<file path="src/sv/ulr_pkg.sv">
// Package for the UTF-8 lossy repair unit: transfer payload types, the
// burst record passed from the decoder to the output stage, and byte constants.
// No dependencies.
`default_nettype none

package ulr_pkg;

    // Most result bytes one input byte can cause (two replacement characters).
    localparam int MaxResults = 6;

    // Replacement character U+FFFD in UTF-8 form, and its byte count.
    localparam logic [23:0] ReplBytes = 24'hEFBFBD;
    localparam logic [2:0]  ReplLen   = 3'd3;

    // Lead byte ranges.
    localparam logic [7:0] AsciiTop   = 8'h7F;
    localparam logic [7:0] Lead2Lo    = 8'hC2;
    localparam logic [7:0] Lead2Hi    = 8'hDF;
    localparam logic [7:0] Lead3Lo    = 8'hE0;
    localparam logic [7:0] Lead3Hi    = 8'hEF;
    localparam logic [7:0] Lead4Lo    = 8'hF0;
    localparam logic [7:0] Lead4Hi    = 8'hF4;

    // Leads that narrow the bounds of the second byte.
    localparam logic [7:0] LeadE0     = 8'hE0;
    localparam logic [7:0] LeadED     = 8'hED;
    localparam logic [7:0] LeadF0     = 8'hF0;
    localparam logic [7:0] LeadF4     = 8'hF4;

    // Continuation byte bounds, plain and narrowed.
    localparam logic [7:0] ContLo     = 8'h80;
    localparam logic [7:0] ContHi     = 8'hBF;
    localparam logic [7:0] ContLoE0   = 8'hA0;
    localparam logic [7:0] ContHiED   = 8'h9F;
    localparam logic [7:0] ContLoF0   = 8'h90;
    localparam logic [7:0] ContHiF4   = 8'h8F;

    // Input transfer payload.
    typedef struct packed {
        logic [7:0] in_byte;
        logic       end_of_text;
    } ulr_in_t;

    // Result transfer payload.
    typedef struct packed {
        logic [7:0] out_byte;
        logic       last_of_run;
    } ulr_out_t;

    // Bytes caused by one input; the first byte sits at index count-1.
    typedef struct packed {
        logic [MaxResults-1:0][7:0] bytes;
        logic [2:0]                 count;
    } ulr_burst_t;

endpackage

`default_nettype wire

</file>
<file path="src/sv/ulr_decode.sv">
// Decoder of the UTF-8 lossy repair unit: pending-sequence state and the
// single-pass logic that turns one input byte into a burst of result bytes.
// Depends on ulr_pkg.
`default_nettype none

module ulr_decode (
    input  wire logic                aclk,
    input  wire logic                aresetn,
    input  wire logic                advance,
    input  wire ulr_pkg::ulr_in_t    in_data,
    output ulr_pkg::ulr_burst_t      burst
);

    // Pending sequence state.
    logic [2:0][7:0] held_bytes_reg;
    logic [2:0][7:0] held_bytes_next;
    logic [1:0]      held_count_reg;
    logic [1:0]      held_count_next;
    logic [2:0]      seq_length_reg;
    logic [2:0]      seq_length_next;

    // Sequence length announced by a lead byte, zero for a byte that is no lead.
    function automatic logic [2:0] lead_len(input logic [7:0] b);
        logic [2:0] len;
        len = 3'd0;
        if (b >= ulr_pkg::Lead2Lo && b <= ulr_pkg::Lead2Hi) begin
            len = 3'd2;
        end else if (b >= ulr_pkg::Lead3Lo && b <= ulr_pkg::Lead3Hi) begin
            len = 3'd3;
        end else if (b >= ulr_pkg::Lead4Lo && b <= ulr_pkg::Lead4Hi) begin
            len = 3'd4;
        end
        return len;
    endfunction

    // Whether a byte may continue a sequence at the given position.
    function automatic logic fits(input logic [7:0] lead, input logic [1:0] pos,
                                  input logic [7:0] b);
        logic [7:0] lo;
        logic [7:0] hi;
        lo = ulr_pkg::ContLo;
        hi = ulr_pkg::ContHi;
        if (pos == 2'd1) begin
            if (lead == ulr_pkg::LeadE0) lo = ulr_pkg::ContLoE0;
            if (lead == ulr_pkg::LeadED) hi = ulr_pkg::ContHiED;
            if (lead == ulr_pkg::LeadF0) lo = ulr_pkg::ContLoF0;
            if (lead == ulr_pkg::LeadF4) hi = ulr_pkg::ContHiF4;
        end
        return (b >= lo) && (b <= hi);
    endfunction

    // Build the burst by shifting bytes in at the low end, so the first byte
    // ends up highest; the state update follows the same decisions.
    always_comb begin
        logic [8*ulr_pkg::MaxResults-1:0] acc;
        logic [2:0]                       n;
        logic                             fresh;
        logic [7:0]                       b;
        logic [2:0]                       len;

        acc             = '0;
        n               = 3'd0;
        fresh           = 1'b0;
        b               = in_data.in_byte;
        len             = lead_len(b);
        held_bytes_next = held_bytes_reg;
        held_count_next = held_count_reg;
        seq_length_next = seq_length_reg;

        if (held_count_reg == 2'd0) begin
            fresh = 1'b1;
        end else if (fits(held_bytes_reg[0], held_count_reg, b)) begin
            if ({1'b0, held_count_reg} + 3'd1 >= seq_length_reg) begin
                // Sequence complete: pass the held bytes and this one through.
                for (int k = 0; k < 3; k++) begin
                    if (2'(k) < held_count_reg) begin
                        acc = {acc[8*ulr_pkg::MaxResults-9:0], held_bytes_reg[k]};
                        n   = n + 3'd1;
                    end
                end
                acc             = {acc[8*ulr_pkg::MaxResults-9:0], b};
                n               = n + 3'd1;
                held_count_next = 2'd0;
                seq_length_next = 3'd0;
            end else begin
                held_bytes_next[held_count_reg] = b;
                held_count_next                 = held_count_reg + 2'd1;
            end
        end else begin
            // Broken sequence: replace it and handle this byte afresh.
            acc             = {acc[8*ulr_pkg::MaxResults-25:0], ulr_pkg::ReplBytes};
            n               = n + ulr_pkg::ReplLen;
            held_count_next = 2'd0;
            seq_length_next = 3'd0;
            fresh           = 1'b1;
        end

        // A byte seen with nothing pending.
        if (fresh) begin
            if (b <= ulr_pkg::AsciiTop) begin
                acc = {acc[8*ulr_pkg::MaxResults-9:0], b};
                n   = n + 3'd1;
            end else if (len != 3'd0) begin
                held_bytes_next[0] = b;
                held_count_next    = 2'd1;
                seq_length_next    = len;
            end else begin
                acc = {acc[8*ulr_pkg::MaxResults-25:0], ulr_pkg::ReplBytes};
                n   = n + ulr_pkg::ReplLen;
            end
        end

        // End of text flushes whatever is still pending.
        if (in_data.end_of_text && held_count_next != 2'd0) begin
            acc             = {acc[8*ulr_pkg::MaxResults-25:0], ulr_pkg::ReplBytes};
            n               = n + ulr_pkg::ReplLen;
            held_count_next = 2'd0;
            seq_length_next = 3'd0;
        end

        burst.bytes = acc;
        burst.count = n;
    end

    // State advances once per input item handed to the output stage.
    always_ff @(posedge aclk) begin
        if (!aresetn) begin
            held_bytes_reg <= '0;
            held_count_reg <= 2'd0;
            seq_length_reg <= 3'd0;
        end else if (advance) begin
            held_bytes_reg <= held_bytes_next;
            held_count_reg <= held_count_next;
            seq_length_reg <= seq_length_next;
        end
    end

`ifndef SYNTHESIS
    // A pending sequence is always shorter than its announced length.
    assert property (@(posedge aclk) disable iff (!aresetn)
        held_count_reg != 2'd0 |-> {1'b0, held_count_reg} < seq_length_reg)
        else $error("pending byte count reached the sequence length");

    // With nothing pending no sequence length is kept.
    assert property (@(posedge aclk) disable iff (!aresetn)
        held_count_reg == 2'd0 |-> seq_length_reg == 3'd0)
        else $error("sequence length kept with nothing pending");
`endif

endmodule

`default_nettype wire

</file>
<file path="src/sv/ulr_burst.sv">
// Output stage of the UTF-8 lossy repair unit: holds one burst of result
// bytes and sends them one transfer at a time. Depends on ulr_pkg.
`default_nettype none

module ulr_burst (
    input  wire logic                aclk,
    input  wire logic                aresetn,
    input  wire logic                load,
    input  wire ulr_pkg::ulr_burst_t burst,
    output logic                     burst_ready,
    output logic                     m_valid,
    input  wire logic                m_ready,
    output ulr_pkg::ulr_out_t        m_data
);

    logic [ulr_pkg::MaxResults-1:0][7:0] bytes_reg;
    logic [2:0]                          rem_reg;

    // The stage can take a new burst when empty or when its last byte leaves now.
    assign burst_ready = (rem_reg == 3'd0) || (rem_reg == 3'd1 && m_ready);

    // Send the highest remaining byte first.
    assign m_valid            = rem_reg != 3'd0;
    assign m_data.out_byte    = bytes_reg[rem_reg - 3'd1];
    assign m_data.last_of_run = rem_reg == 3'd1;

    // Burst register and remaining count.
    always_ff @(posedge aclk) begin
        if (!aresetn) begin
            rem_reg <= 3'd0;
        end else if (load) begin
            rem_reg <= burst.count;
        end else if (m_valid && m_ready) begin
            rem_reg <= rem_reg - 3'd1;
        end
    end

    always_ff @(posedge aclk) begin
        if (load) begin
            bytes_reg <= burst.bytes;
        end
    end

`ifndef SYNTHESIS
    // No burst holds more bytes than one input can cause.
    assert property (@(posedge aclk) disable iff (!aresetn)
        rem_reg <= 3'(ulr_pkg::MaxResults))
        else $error("burst count out of range");

    // A new burst never overwrites bytes that are still to be sent.
    assert property (@(posedge aclk) disable iff (!aresetn)
        load |-> rem_reg == 3'd0 || (rem_reg == 3'd1 && m_ready))
        else $error("burst loaded over unsent bytes");
`endif

endmodule

`default_nettype wire

</file>
<file path="src/sv/utf8_lossy_repair_unit.sv">
// Top level of the UTF-8 lossy repair unit: input register, decoder and
// output stage. Depends on ulr_pkg, ulr_decode and ulr_burst.
//
//   Channel   Ports                      Carries
//   input     s_valid s_ready s_data     one raw byte plus end-of-text mark
//   result    m_valid m_ready m_data     one repaired byte plus last-of-run mark
//
// An input byte is registered, decoded in one pass and moved into the output
// burst register once the output stage can take its burst; it is followed by
// 0 to 6 result transfers. The output stage sends one byte per cycle while
// m_ready is high; with at most one result each and no stall, one input is
// taken every cycle. Reset clears the pending sequence and both stages.
// A stalled result channel holds the burst and backs up into s_ready.
`default_nettype none

module utf8_lossy_repair_unit (
    input  wire logic              aclk,
    input  wire logic              aresetn,
    input  wire logic              s_valid,
    output logic                   s_ready,
    input  wire ulr_pkg::ulr_in_t  s_data,
    output logic                   m_valid,
    input  wire logic              m_ready,
    output ulr_pkg::ulr_out_t      m_data
);

    logic                in_valid_reg;
    ulr_pkg::ulr_in_t    in_data_reg;
    logic                burst_ready;
    logic                advance;
    ulr_pkg::ulr_burst_t burst;

    // The registered item moves on when the output stage can take its burst.
    assign advance = in_valid_reg && burst_ready;
    assign s_ready = !in_valid_reg || advance;

    // Input register.
    always_ff @(posedge aclk) begin
        if (!aresetn) begin
            in_valid_reg <= 1'b0;
        end else if (s_valid && s_ready) begin
            in_valid_reg <= 1'b1;
        end else if (advance) begin
            in_valid_reg <= 1'b0;
        end
    end

    always_ff @(posedge aclk) begin
        if (s_valid && s_ready) begin
            in_data_reg <= s_data;
        end
    end

    // Decoder with the pending-sequence state.
    ulr_decode u_decode (
        .aclk    (aclk),
        .aresetn (aresetn),
        .advance (advance),
        .in_data (in_data_reg),
        .burst   (burst)
    );

    // Output burst stage.
    ulr_burst u_burst (
        .aclk        (aclk),
        .aresetn     (aresetn),
        .load        (advance),
        .burst       (burst),
        .burst_ready (burst_ready),
        .m_valid     (m_valid),
        .m_ready     (m_ready),
        .m_data      (m_data)
    );

endmodule

`default_nettype wire

</file>
<file path="config.mk">
export PLATFORM = sky130hd
export DESIGN_NAME = utf8_lossy_repair_unit
export DESIGN_NICKNAME = d
export VERILOG_FILES = /design/src/sv/ulr_pkg.sv /design/src/sv/ulr_decode.sv /design/src/sv/ulr_burst.sv /design/src/sv/utf8_lossy_repair_unit.sv
export SDC_FILE = /design/constraint.sdc
export NUM_CORES = 1
export LEC_CHECK = 0
export ABC_AREA = 1
export BUFFER_PORTS_ARGS = -buffer_cell sky130_fd_sc_hd__buf_2
export CORE_MARGIN = 1.5
export CORE_UTILIZATION = 40
export CTS_CLUSTER_DIAMETER = 150
export CTS_CLUSTER_SIZE = 14
export DETAILED_ROUTE_END_ITERATION = 10
export MAX_ROUTING_LAYER = met4
export PLACE_DENSITY_LB_ADDON = 0.2
export SYNTH_ARGS = -nofsm -noshare
export SYNTH_HDL_FRONTEND = slang
export SYNTH_SLANG_ARGS = --single-unit
export TNS_END_PERCENT = 50
</file>
<file path="constraint.sdc">
create_clock -name aclk -period 10.3 [get_ports aclk]
set_clock_uncertainty 0.15 [all_clocks]
set_input_delay 0 -clock aclk [delete_from_list [all_inputs] [get_ports aclk]]
set_output_delay 0 -clock aclk [all_outputs]
set_load 0.005 [all_outputs]
</file>
======== Word level (Yosys, flattened, before mapping) ========
Index checks and enable logic that the tools add are counted.
Widths: inputs -> output; s select.
word-level totals
  register bits ........................... 90
  input port bits ......................... 13
  output and inout port bits .............. 11
  word-level logic and storage cells ...... 140
operators by class
  add/sub/neg operators ................... 9
  order comparisons ....................... 16
  equal/unequal tests ..................... 6
  mux-type cells .......................... 71
  bitwise operators ....................... 2
  reductions and logical operators ........ 21
operators by type and width
  cell                 count
  $mux 48              7
  $mux 8               13
  $mux 3               30
  $eq 8x8->1 const B   4
  $bmux 8 s3           1
  $bwmux 24            1
  $ge 8x8->1 const B   3
  $le 8x8->1 const B   3
  $mux 24              1
  $mux 6               4
  $demux 8 s2          1
  $mux 16              1
  $mux 2               7
  $add 3x1->3 const B  4
  $logic_and 1x1->1    10
  $ge 8x8->1           1
  $le 8x7->1 const B   1
  $le 8x8->1           1
  $add 3x2->3 const B  2
  $reduce_bool 2->1    3
  $reduce_bool 3->1    2
  $mux 1               5
  $lt 1x2->1 const A   2
  $lt 3x4->1 const B   1
  15 further kinds     17

======== Longest topological paths before layout ========
Gate-level depths: netlist of the first run.
  depth after elaboration ................. 30
  depth in mapped cells ................... 30
  mapped depth without buffers ............ 28

======== Hierarchy ========
Synthesis of the first run repeated with hierarchy kept, for this count alone.
unflattened totals
  cells, all modules ...................... 652
  area, all modules ....................... 5,285.1 um^2
modules (own cells, without submodules)
  module                  instances  cells each  area each (um^2)
  ulr_decode              1          445         2,780.2
  ulr_burst               1          189         2,175.8
  utf8_lossy_repair_unit  1          18          329.1

======== Worst setup path before layout of the first run ========
OpenSTA, ideal clock, no wires.
  path type ............................... flip-flop to flip-flop
  start ................................... register u_decode.held_count_reg[1]
  end ..................................... register u_burst.rem_reg[2]
  library setup time ...................... 132 ps
  arrival ................................. 3,726 ps
  path slack .............................. 6,292 ps
  cell stages (with the launch flop) ...... 31
  buffers on the path ..................... 2
  clock period less this slack ............ 4,008 ps
  cell sequence ........................... dfxtp_1 -> inv_1 -> clkbuf_1 -> ha_1 -> inv_1 -> o32ai_1 -> ha_1 -> nand2_1 -> nor2_1 -> nand2_1 -> nand2_4 -> nand2_8 -> inv_8 -> nand2_8 -> nand2_8 -> buf_6 -> inv_2 -> o21ai_0 -> ha_1 -> or2_2 -> nand2_1 -> nor2_1 -> nor2_1 -> ha_1 -> inv_1 -> nand3_1 -> nand2_1 -> nand2_1 -> nand3_1 -> nand2_1 -> a21oi_1
on the way
  longest elaborated chain between the ends .. 26
  elaborated cells on any way between the ends .. 51
  classes of those cells .................. 8 x add/sub; 6 x order compare; 1 x eq/ne; 32 x mux; 4 x reduce/logical
RTL lines
  item                    line               RTL
  start, declared         ulr_decode.sv:17   logic [1:0] held_count_reg;
  start signal, assigned  ulr_decode.sv:133  held_count_reg <= held_count_next;
  $lt 1x2->1              ulr_decode.sv:76   if (2'(k) < held_count_reg) begin
  $mux 1                  ulr_decode.sv:76
  $mux 3                  ulr_decode.sv:73   if ({1'b0, held_count_reg} + 3'd1 >= seq_length_reg) begin
  $mux 3                  ulr_decode.sv:72   end else if (fits(held_bytes_reg[0], held_count_reg, b)) begin
  $mux 3                  ulr_decode.sv:70   if (held_count_reg == 2'd0) begin
  $add 3x1->3             ulr_decode.sv:78   n = n + 3'd1;
  $mux 3                  ulr_decode.sv:76
  $mux 3                  ulr_decode.sv:73
  [... 10 more ...]       -
  $mux 3                  ulr_decode.sv:70
  $add 3x2->3             ulr_decode.sv:109  n = n + ulr_pkg::ReplLen;
  $mux 3                  ulr_decode.sv:103  end else if (len != 3'd0) begin
  $mux 3                  ulr_decode.sv:100  if (b <= ulr_pkg::AsciiTop) begin
  $mux 3                  ulr_decode.sv:99   if (fresh) begin
  $add 3x2->3             ulr_decode.sv:116  n = n + ulr_pkg::ReplLen;
  $mux 3 *                ulr_decode.sv:114  if (in_data.end_of_text && held_count_next != 2'd0) begin
  $mux 3 *                ulr_burst.sv:31    end else if (load) begin
  end signal, assigned    ulr_burst.sv:32    rem_reg <= burst.count;
  end signal, assigned    ulr_burst.sv:34    rem_reg <= rem_reg - 3'd1;
  end, declared           ulr_burst.sv:17    logic [2:0] rem_reg;
Mark *: on every way between the ends. The rest lies on a longest branch, timed or not. The select of a mux whose other input is x is not followed.
A chain may end at the register's enable or synchronous reset.

======== Worst setup path after layout of the first run ========
Same ends and word-level chain as after synthesis.

==> out/metrics.cfg, run 1 <==
[worst_setup_path]
crit_path_end_kind = register
worst-path-buf-inv = 4
r2r_slack_ns = 5.52
cp.arrival_ns = 4.85
criticalPathCategory = register to register
crit_slowest_cell = dfxtp_1
start_kind = register
crit_fanout = 24
reg2reg_from = u_decode.held_count_reg[1]$_SDFFE_PN0P_
setup.worst_path.start = u_decode.held_count_reg[1]$_SDFFE_PN0P_
cp_slowest_stage_delay_ns = 0.81
r2r_cells = 27
path_common_cell = nand2_1
cpLargestDelayFamily = simple AND/OR/NAND/NOR gates
crit_required_ns = 10.37
rr_endpoint = u_burst.rem_reg[2]$_SDFFE_PN0P_

[worst_hold_path]
hold_class = input port to register
holdCritStartpoint = s_data[7]
min_path_cells = 2
whs_endpoint = in_data_reg[7]$_DFFE_PP_

[sta]
finalSetupViolCount = 0
fin_setup_tns_ns = 0
clock.fmax_mhz = 209
max_slew.worst_pin.slew_ns = 0.905
rsz0062_at_grt = no
period_minus_slack_ns = 4.78
max_slew_margin_pct = 39.7
timing.final.crit_share_pct = 46.4
whs_ns = 0.208
maxSlewViolCount = 0
finalHoldViolCount = 0
worst_slack_ns = 5.52

[clocking]
cts_tree = yes
htreeDepth = 3
ctsResizeCount = 0
clkLatencyLatePin_ns = 0.35
root_buffer = clkbuf_16
clockBufferDepth = 2
cts_made_buffers = 9
clk_pin_slew_ns = 0.06
clock-sinks = 90

[synth]
synth_top_area_share_pct = 32.7
syn_inst = 627
synth_area_leader_cell = edfxtp_1
syn_area_per_cell_sq_um = 8.35
synth_seq_cells = 90
yosysWarnings = 0
yosysSeqAreaShare_pct = 45.3
synth_edf_count = 57
async_reset_ff_share_pct = 0
syn_area_sq_um = 5230
ys_types = 49
synthTopCellsByArea = edfxtp_1, dfxtp_1, nand2_1
dominantRegCellSynth = edfxtp_1

[drt]
drt_first_iter_violations = 234
firstDrtPassIters = 7
ant_nets = 0
drc = 0
wire_per_inst_um = 16.7
vias_per_cell = 5.33
vias = 4357
wirelength_um = 13700

[global_route]
grt_pass1_wl_um = 21700
grt_pass1_vias = 4106
grt_antenna_before_repair = 0
grt_max_degree = 60
grt_util_all_layers_pct = 20.8
grt_overflow = 0

[outcome]
status = finished, final reports clean

[finish]
largest_reg_flops = 48
layout.cells.non_filler = 818
layout_common_cells = nand2_1, o21ai_0, nor2_1, edfxtp_1, inv_1
drive_gt1_share_pct = 13.8
areaGrowthSynthToFinish_pct = 10.4
final_nets = 672
diodes = 0
finish.utilization_pct = 45.6
layout_commonest_cell = nand2_1

[power]
clockPowerShare_pct = 23.9
p_sw_share_pct = 38.0
intPower_uw = 791
p_switching_uw = 485
power_frac_seq_pct = 39.3
peakVddDrop_v = 0.000133
power_frac_comb_pct = 36.8
powerDensity_nw_per_um2 = 221
power.leakage_uw = 0.00235

[floorplanning]
core_area_sq_um = 12700
io_pins = 24
dieArea_sq_um = 13800
start_util_pct = 41.3
rows = 41
dieHeight_um = 117
chipWidth_um = 117

[placement]
pre_cts_ws_ns = 5.55
dp_hpwl_um = 9900
place_congestion = 0.916
dp.cells = 790
portBuffers = 23

[flow_run]
cap_viol_max_count = 0

what timing repair did:
action,CTS,global route
endpoints found under the setup margin,0,0
hold buffers,12,0
hold endpoints to repair,32,0
buffers inserted,0,0
cell usage after synthesis (4+ instances only):
| cell type | number |
|---|---|
| nand2_1 | 116 |
| o21ai_0 | 69 |
| nor2_1 | 58 |
| edfxtp_1 | 57 |
| inv_1 | 46 |
| a21oi_1 | 44 |
| dfxtp_1 | 33 |
| nand3_1 | 30 |
| ha_1 | 18 |
| clkbuf_1 | 15 |
| nand2_2 | 15 |
| nand4_1 | 13 |
| inv_2 | 12 |
| o21ai_1 | 11 |
| mux2i_1 | 9 |
| a31oi_1 | 8 |
| o22ai_1 | 8 |
| buf_2 | 6 |
| buf_6 | 6 |
| nor3_1 | 5 |
| buf_4 | 4 |
| o31ai_1 | 4 |
| or2_2 | 4 |
how the worst max path moves through the flow:
stage          slack [ns]                               to  cells past startpoint
6_report             5.52  u_burst.rem_reg[2]$_SDFFE_PN0P_                     27
5_1_grt              5.02  u_burst.rem_reg[2]$_SDFFE_PN0P_                     28
4_1_cts              5.55  u_burst.rem_reg[2]$_SDFFE_PN0P_                     27
3_5_place_dp         5.55  u_burst.rem_reg[2]$_SDFFE_PN0P_                     27
3_3_place_gp         5.74  u_burst.rem_reg[2]$_SDFFE_PN0P_                     27
2_1_floorplan        6.29  u_burst.rem_reg[2]$_SDFFE_PN0P_                     30
layout make-up:
type                            count  area [sq um]
Clock buffer                       14           256
Clock inverter                      2          13.8
Fill cell                        1290          6900
Inverter                           61           236
Multi-Input combinational cell    443          2440
Sequential cell                    90          2370
Tap cell                          172           215
Timing Repair Buffer               36           243
metal layers:
metal	global-route usage [%]	vias to the layer above	wire length, um
li1	-	2167	-
met3	3.84	24	457
met1	26.2	2072	6460
met2	33.1	94	6430
met4	8.41	0	335
met5	-	-	0
cell families after synthesis:
family,count (synthesis),share of synthesized area [%]
AO/OA/AOI/OAI,157,16.8
other,1,0.0717
flip-flops,90,45.3
XOR/XNOR,2,0.335
AND/OR/NAND/NOR,255,23.2
buffers and inverters,95,8.27
adder cells (fa/ha/maj),18,4.30
multiplexers,9,1.72
power by group through the flow:
stage                     Sequential (uW)  Combinational [uW]  Clock [uW]
after CTS                             503                 477         314
after global placement                508                 463           0
after floorplan                       482                 339           0
after detailed placement              510                 472           0
final                                 502                 469         305
after global routing                  509                 531         322
through the flow:
stage | power [uW] | instance area, sq um
final | 1280 | 5780
after global routing | 1360 | 5780
after CTS | 1290 | 5780
after detailed placement | 983 | 5390
after global placement | 971 | 5390
after floorplan | 821 | 5240
worst register-to-register path: stages (launching register included):
cell	delay (ns)
dfxtp_1	0.81
inv_1	0.38
ha_1	0.34
nand3b_1	0.14
o32ai_1	0.10
ha_1	0.30
nand2_1	0.09
a21oi_4	0.18
nand2_4	0.11
nand2_8	0.13
inv_8	0.08
nand2_8	0.07
nand2_8	0.12
inv_2	0.10
o21ai_0	0.11
ha_1	0.30
or2_2	0.27
nand2_1	0.07
nor2_1	0.04
nor2_1	0.13
ha_1	0.19
inv_1	0.05
nand3_1	0.07
nand2_1	0.05
nand2_1	0.06
nand3_1	0.06
nand2_1	0.08
a21oi_1	0.06
Note: power is estimated with default switching activity, not from simulation.
==> run 2, diff against run 1 <==
--- a/config.mk
+++ b/config.mk
@@ -5,7 +5,7 @@
 export SDC_FILE = /design/constraint.sdc
 export NUM_CORES = 1
 export LEC_CHECK = 0
-export ABC_AREA = 1
+export ABC_AREA = 0
 export BUFFER_PORTS_ARGS = -buffer_cell sky130_fd_sc_hd__buf_2
 export CORE_MARGIN = 1.5
 export CORE_UTILIZATION = 40
==> constraint.sdc (replaced) <==
create_clock -name aclk -period 4.1 [get_ports aclk]
set_clock_uncertainty 0.15 [all_clocks]
set_input_delay 0 -clock aclk [delete_from_list [all_inputs] [get_ports aclk]]
set_output_delay 0 -clock aclk [all_outputs]
set_load 0.005 [all_outputs]
==> out/metrics.cfg, run 2 <==
[sta]
max_slew.worst_pin.slew_ns = 1.03  ; +0.130 ns
max_slew_margin_pct = 31.0  ; -8.7 points
finalHoldViolCount = 0  ; unchanged
period_minus_slack_ns = 3.99  ; -0.789 ns
finalSetupViolCount = 0  ; unchanged
maxSlewViolCount = 0  ; unchanged
worst_slack_ns = 0.110  ; -5.41 ns
clock.fmax_mhz = 251  ; +20%
timing.final.crit_share_pct = 97.3  ; +51 points

[drt]
drt_first_iter_violations = 238  ; +1.7%
vias_per_cell = 5.49  ; +3.1%
wl_met2_um = 5610  ; -13%
vias = 3767  ; -14%
wirelength_um = 11600  ; -15%
wl_met3_um = 516  ; +13%
ant_nets = 0  ; unchanged
top_layer = met4
drc = 0  ; unchanged
wire_per_inst_um = 16.9  ; +1.1%
met1_length_um = 5330  ; -18%
firstDrtPassIters = 5  ; -2

[floorplanning]
core_area_sq_um = 12000  ; -5.2%
io_pins = 24  ; unchanged
rows = 40  ; -2.4%
start_util_pct = 41.0  ; -0.33 points
dieHeight_um = 114  ; -2.9%
chipWidth_um = 114  ; -2.9%
dieArea_sq_um = 13000  ; -5.8%

[global_route]
grt_pass1_wl_um = 18900  ; -13%
grt_overflow = 0  ; unchanged
grt_pass1_vias = 3689  ; -10%
grt_antenna_before_repair = 0  ; unchanged
grt_util_all_layers_pct = 19.6  ; -1.2 points
grt_max_degree = 57  ; -5.0%

[synth]
syn_area_sq_um = 4920  ; -6.0%
ys_types = 56  ; +14%
synth_top_area_share_pct = 34.8  ; +2.1 points
synthTopCellsByArea = edfxtp_1, dfxtp_1, mux2i_1
synthTopCellsByCount = nand2_1, edfxtp_1, nor2_1
async_reset_ff_share_pct = 0  ; unchanged
synth_seq_cells = 90  ; unchanged
yosysWarnings = 0  ; unchanged
yosysSeqAreaShare_pct = 48.2  ; +2.9 points
dominantRegCellSynth = edfxtp_1
synth_most_common_cell = nand2_1
syn_area_per_cell_sq_um = 9.94  ; +19%
synth_edf_count = 57  ; unchanged
syn_inst = 495  ; -21%
synth_area_leader_cell = edfxtp_1

[worst_setup_path]
endpoint = u_burst.rem_reg[1]$_SDFFE_PN0P_
setup.worst_path.start = u_decode.held_count_reg[1]$_SDFFE_PN0P_
cp.arrival_ns = 4.08  ; -0.77 ns
r2r_slack_ns = 0.11  ; -5.41 ns
crit_path_end_kind = register
crit_required_ns = 4.19  ; -6.18 ns
start_kind = register
reg2reg_from = u_decode.held_count_reg[1]$_SDFFE_PN0P_
criticalPathCategory = register to register
crit_fanout = 5  ; -79%
r2r_cells = 17  ; -37%
rr_endpoint = u_burst.rem_reg[1]$_SDFFE_PN0P_

[clocking]
clock-sinks = 90  ; unchanged
cts_made_buffers = 9  ; unchanged
clkLatencyLatePin_ns = 0.35  ; about the same
clk_pin_slew_ns = 0.07  ; about the same
clockBufferDepth = 2  ; unchanged
root_buffer = clkbuf_16
htreeDepth = 3  ; unchanged
cts_tree = yes

[power]
powerDensity_nw_per_um2 = 538  ; +140%
power.leakage_uw = 0.00226  ; -3.6%
peakVddDrop_v = 0.000243  ; +83%

[worst_hold_path]
holdCritStartpoint = s_data[2]
hold_class = input port to register

[finish]
layout_commonest_cell = nand2_1
layout.cells.non_filler = 686  ; -16%
finish.utilization_pct = 47.8  ; +2.2 points
largest_reg_flops = 48  ; unchanged
layout_common_cells = nand2_1, edfxtp_1, nor2_1
final_nets = 565  ; -16%
drive_gt1_share_pct = 18.6  ; +4.8 points
final_cell_area_sq_um = 5740  ; -0.63%
areaGrowthSynthToFinish_pct = 16.6
diodes = 0  ; unchanged

[placement]
portBuffers = 23  ; unchanged
dp_hpwl_um = 8370  ; -15%
pre_cts_ws_ns = 0.0667  ; -5.48 ns
dp.cells = 655  ; -17%
place_congestion = 0.904  ; -1.3%
placed_area_sq_um = 5240  ; -2.7%

[flow_run]
cap_viol_max_count = 0  ; unchanged

[outcome]
status = finished, final reports clean

run 2: cell count changes after synthesis, sizes merged, moves of 12 or more:
cell	previous run	this run
nand2	137	70
o21ai	82	36
inv	59	17
nand3	32	9
mux2i	9	28
buf	18	6
run 2: metal layers:
layer  vias to the layer above  global-route usage (%)
met1                      1789                    24.2
met4                         0                    7.33
met5                         -                       -
met3                        11                    3.88
met2                        79                    31.8
li1                       1888                       -
run 2: logic make-up after synthesis:
group | after synthesis | synth area share, %
AND/OR/NAND/NOR | 171 | 16.6
AO/OA/AOI/OAI | 127 | 16.6
XOR/XNOR | 3 | 0.534
flip-flops | 90 | 48.2
other | 1 | 0.0762
multiplexers | 36 | 9.36
adder cells (fa/ha/maj) | 18 | 4.58
buffers and inverters | 49 | 4.09
run 2: worst min-delay path by stage:
stage	slack, ns	to	cells after the start
final	0.20	in_data_reg[2]$_DFFE_PP_	2
after global routing	0.20	in_data_reg[8]$_DFFE_PP_	2
after CTS	0.19	in_data_reg[2]$_DFFE_PP_	2
after detailed placement	0.03	in_data_reg[4]$_DFFE_PP_	1
after global placement	0.03	in_data_reg[7]$_DFFE_PP_	1
after floorplan	-0.05	in_data_reg[0]$_DFFE_PP_	0
run 2: stage by stage:
stage | power, uW | hold WS [ns] | TNS [ns]
2_1_floorplan | 1940 | -0.0511 | -0.721
3_3_place_gp | 2250 | 0.0266 | 0
3_5_place_dp | 2280 | 0.0281 | 0
4_1_cts | 3120 | 0.189 | 0
5_1_grt | 3270 | 0.197 | -0.0497
6_report | 3090 | 0.204 | 0
run 2: area by class of cell:
class | instances | area [sq um]
Tap cell | 147 | 184
Clock inverter | 7 | 78.8
Sequential cell | 90 | 2370
Timing Repair Buffer | 58 | 410
Fill cell | 1143 | 6270
Clock buffer | 9 | 225
Inverter | 18 | 67.6
Multi-Input combinational cell | 357 | 2400
run 2: report_power, final:
part | switching, uW | internal, uW | total, uW
registers | 72.0 | 1150 | 1220
clock network | 393 | 435 | 828
logic | 570 | 467 | 1040
run 2: what timing repair did:
item	4_1_cts	5_1_grt
setup buffers	0	2
hold buffers	13	0
endpoints found under the hold margin	15	0
endpoints found under the setup margin	0	1
resized for setup	0	14
run 2: critical path, cell delays in order, from the launching register on:
cell	delay [ns]
dfxtp_1	0.31
clkinv_1	0.08
ha_4	0.15
nand4_1	0.22
nor4_1	0.35
ha_1	0.30
nand4b_1	0.13
o211ai_2	0.17
o21ai_4	0.13
o21a_1	0.22
o21ai_2	0.09
ha_1	0.32
nor2_1	0.10
nor3_1	0.05
a22oi_1	0.24
ha_1	0.27
or4_1	0.52
o311ai_1	0.10
==> run 3, diff against run 2 <==
--- a/config.mk
+++ b/config.mk
@@ -10,7 +10,7 @@
 export CORE_MARGIN = 1.5
 export CORE_UTILIZATION = 40
 export CTS_CLUSTER_DIAMETER = 150
-export CTS_CLUSTER_SIZE = 14
+export CTS_CLUSTER_SIZE = 12
 export DETAILED_ROUTE_END_ITERATION = 10
 export MAX_ROUTING_LAYER = met4
 export PLACE_DENSITY_LB_ADDON = 0.2
==> constraint.sdc (replaced) <==
create_clock -name aclk -period 4.37 [get_ports aclk]
set_clock_uncertainty 0.15 [all_clocks]
set_input_delay 0 -clock aclk [delete_from_list [all_inputs] [get_ports aclk]]
set_output_delay 0 -clock aclk [all_outputs]
set_load 0.005 [all_outputs]
==> out/metrics.cfg, run 3 (same netlist as run 2, synthesis figures left out) <==
[sta]
period_minus_slack_ns = 4.02  ; +0.0287 ns
finalSetupViolCount = 0  ; unchanged
fin_setup_tns_ns = 0  ; unchanged
maxSlewViolCount = 0  ; unchanged
max_slew_margin_pct = 33.5  ; +2.5 points
max_slew.worst_pin.slew_ns = 0.998  ; -0.0364 ns
rsz0062_at_grt = no
clock.fmax_mhz = 249  ; -0.71%
timing.final.crit_share_pct = 92.0  ; -5.4 points
finalHoldViolCount = 0  ; unchanged

[worst_setup_path]
worst-path-buf-inv = 1  ; unchanged
cp.arrival_ns = 4.10  ; +0.02 ns
crit_chain = clkinv_1, ha_1, nand4_1, nor3_1, nand2_1, ha_1, nand2_1, nor4b_4, o21ai_2, o21a_1, o21ai_0, ha_1, nor2_1, nor3_1, a22oi_1, ha_1, or4_1, o311ai_0
cpLargestDelayFamily = simple AND/OR/NAND/NOR gates
crit_path_end_kind = register
start_kind = register
crit_required_ns = 4.45  ; +0.26 ns
crit_slowest_cell = or4_1
r2r_slack_ns = 0.35  ; +0.24 ns
cp_slowest_stage_delay_ns = 0.51  ; about the same
criticalPathCategory = register to register
crit_fanout = 6  ; +1
path_common_cell = ha_1

[finish]
layout_commonest_cell = nand2_1
diodes = 0  ; unchanged
layout_common_cells = nand2_1, edfxtp_1, nor2_1
finish.utilization_pct = 47.4  ; -0.41 points
largest_reg_flops = 48  ; unchanged
areaGrowthSynthToFinish_pct = 15.6
drive_gt1_share_pct = 16.4  ; -2.2 points
final_nets = 563  ; -0.35%

[floorplanning]
dieArea_sq_um = 13000  ; unchanged
dieHeight_um = 114  ; unchanged
chipWidth_um = 114  ; unchanged
start_util_pct = 41.0  ; unchanged
io_pins = 24  ; unchanged
rows = 40  ; unchanged
core_area_sq_um = 12000  ; unchanged

[power]
clockPowerShare_pct = 28.1  ; +1.3 points
p_switching_uw = 919  ; -11%
peakVddDrop_v = 0.000263  ; +8.4%
powerDensity_nw_per_um2 = 515  ; -4.2%
p_sw_share_pct = 31.3  ; -2.2 points
power.leakage_uw = 0.00225  ; -0.52%
intPower_uw = 2010  ; -1.8%
p_total_uw = 2930  ; -5.0%
power_frac_comb_pct = 33.0  ; -0.6 points
power_frac_seq_pct = 38.9  ; -0.7 points

[clocking]
clock-sinks = 90  ; unchanged
cts_tree = yes
clkLatencyLatePin_ns = 0.35  ; about the same
root_buffer = clkbuf_16
clk_pin_slew_ns = 0.06  ; about the same
ctsResizeCount = 0  ; unchanged
cts_made_buffers = 9  ; unchanged
post_cts_buffers = 0  ; unchanged
htreeDepth = 3  ; unchanged
clockBufferDepth = 2  ; unchanged

[global_route]
grt_pass1_vias = 3791  ; +2.8%
grt_util_all_layers_pct = 19.7  ; +0.087 points
grt_pass1_wl_um = 19000  ; +0.88%
grt_overflow = 0  ; unchanged
grt_max_degree = 57  ; unchanged
grt_antenna_before_repair = 0  ; unchanged

[drt]
wire_per_inst_um = 16.8  ; -0.90%
vias_per_cell = 5.50  ; +0.21%
ant_nets = 0  ; unchanged
drc = 0  ; unchanged
firstDrtPassIters = 5  ; unchanged
drt_first_iter_violations = 253  ; +6.3%
wirelength_um = 11500  ; -1.2%
vias = 3764  ; -0.080%

[worst_hold_path]
hold_class = input port to register

[outcome]
status = finished, final reports clean

[flow_run]
cap_viol_max_count = 0  ; unchanged

[placement]
portBuffers = 23  ; unchanged
dp_hpwl_um = 8190  ; -2.1%
place_congestion = 0.904  ; about the same

[run 3: path summary, 6_finish.rpt]
kind,start,endpoint,cells past startpoint
hold reg to reg,u_decode.held_bytes_reg[23]$_SDFFE_PN0P_,u_decode.held_bytes_reg[23]$_SDFFE_PN0P_,2
setup reg to reg,u_decode.held_count_reg[1]$_SDFFE_PN0P_,u_burst.rem_reg[1]$_SDFFE_PN0P_,18
setup / recovery,u_decode.held_count_reg[1]$_SDFFE_PN0P_,u_burst.rem_reg[1]$_SDFFE_PN0P_,18
hold / removal,s_data[3],in_data_reg[3]$_DFFE_PP_,2
[run 3: through the flow]
step                      hold slack, ns  worst slack (ns)  area [sq um]  instances
after CTS                          0.192             0.307          5690        684
after global routing               0.211            0.0158          5690        684
after floorplan                  -0.0511            -0.142          4930        496
after global placement            0.0260             0.494          5240        655
final                              0.205             0.351          5690        684
after detailed placement          0.0285             0.316          5240        655
[run 3: metal layers]
layer,part of all wire (%),wire (um),vias to the layer above,track usage (%)
li1,-,-,1874,-
met1,47,5340,1775,25.1
met2,47,5340,100,30.8
met3,5.0,579,15,3.24
met4,1.9,215,0,9.17
met5,0,0,-,-
[run 3: worst register-to-register path, delay by kind of cell (launching register included)]
kind	cells	cell delay [ns]
compound gates	5	0.86
flops	1	0.31
fa+ha+maj	4	1.05
buf+inv	1	0.06
simple gates	8	1.48
[run 3: layout make-up]
class,instances,area [sq um]
Fill cell,1140,6320
Sequential cell,90,2370
Multi-Input combinational cell,357,2350
Timing Repair Buffer,56,395
Clock buffer,10,229
Tap cell,147,184
Clock inverter,6,91.3
Inverter,18,67.6
[run 3: power groups by stage]
| stage | clock [uW] | combinational, uW | sequential [uW] |
|---|---|---|---|
| after floorplan | 0 | 684 | 1140 |
| after global placement | 0 | 960 | 1150 |
| after detailed placement | 0 | 973 | 1160 |
| after CTS | 848 | 985 | 1140 |
| after global routing | 878 | 1090 | 1150 |
| final | 824 | 967 | 1140 |
[run 3: timing repair]
item | 4_1_cts | 5_1_grt
hold buffers | 13 | 0
hold endpoints to repair | 15 | 0
endpoints found under the setup margin | 0 | 1
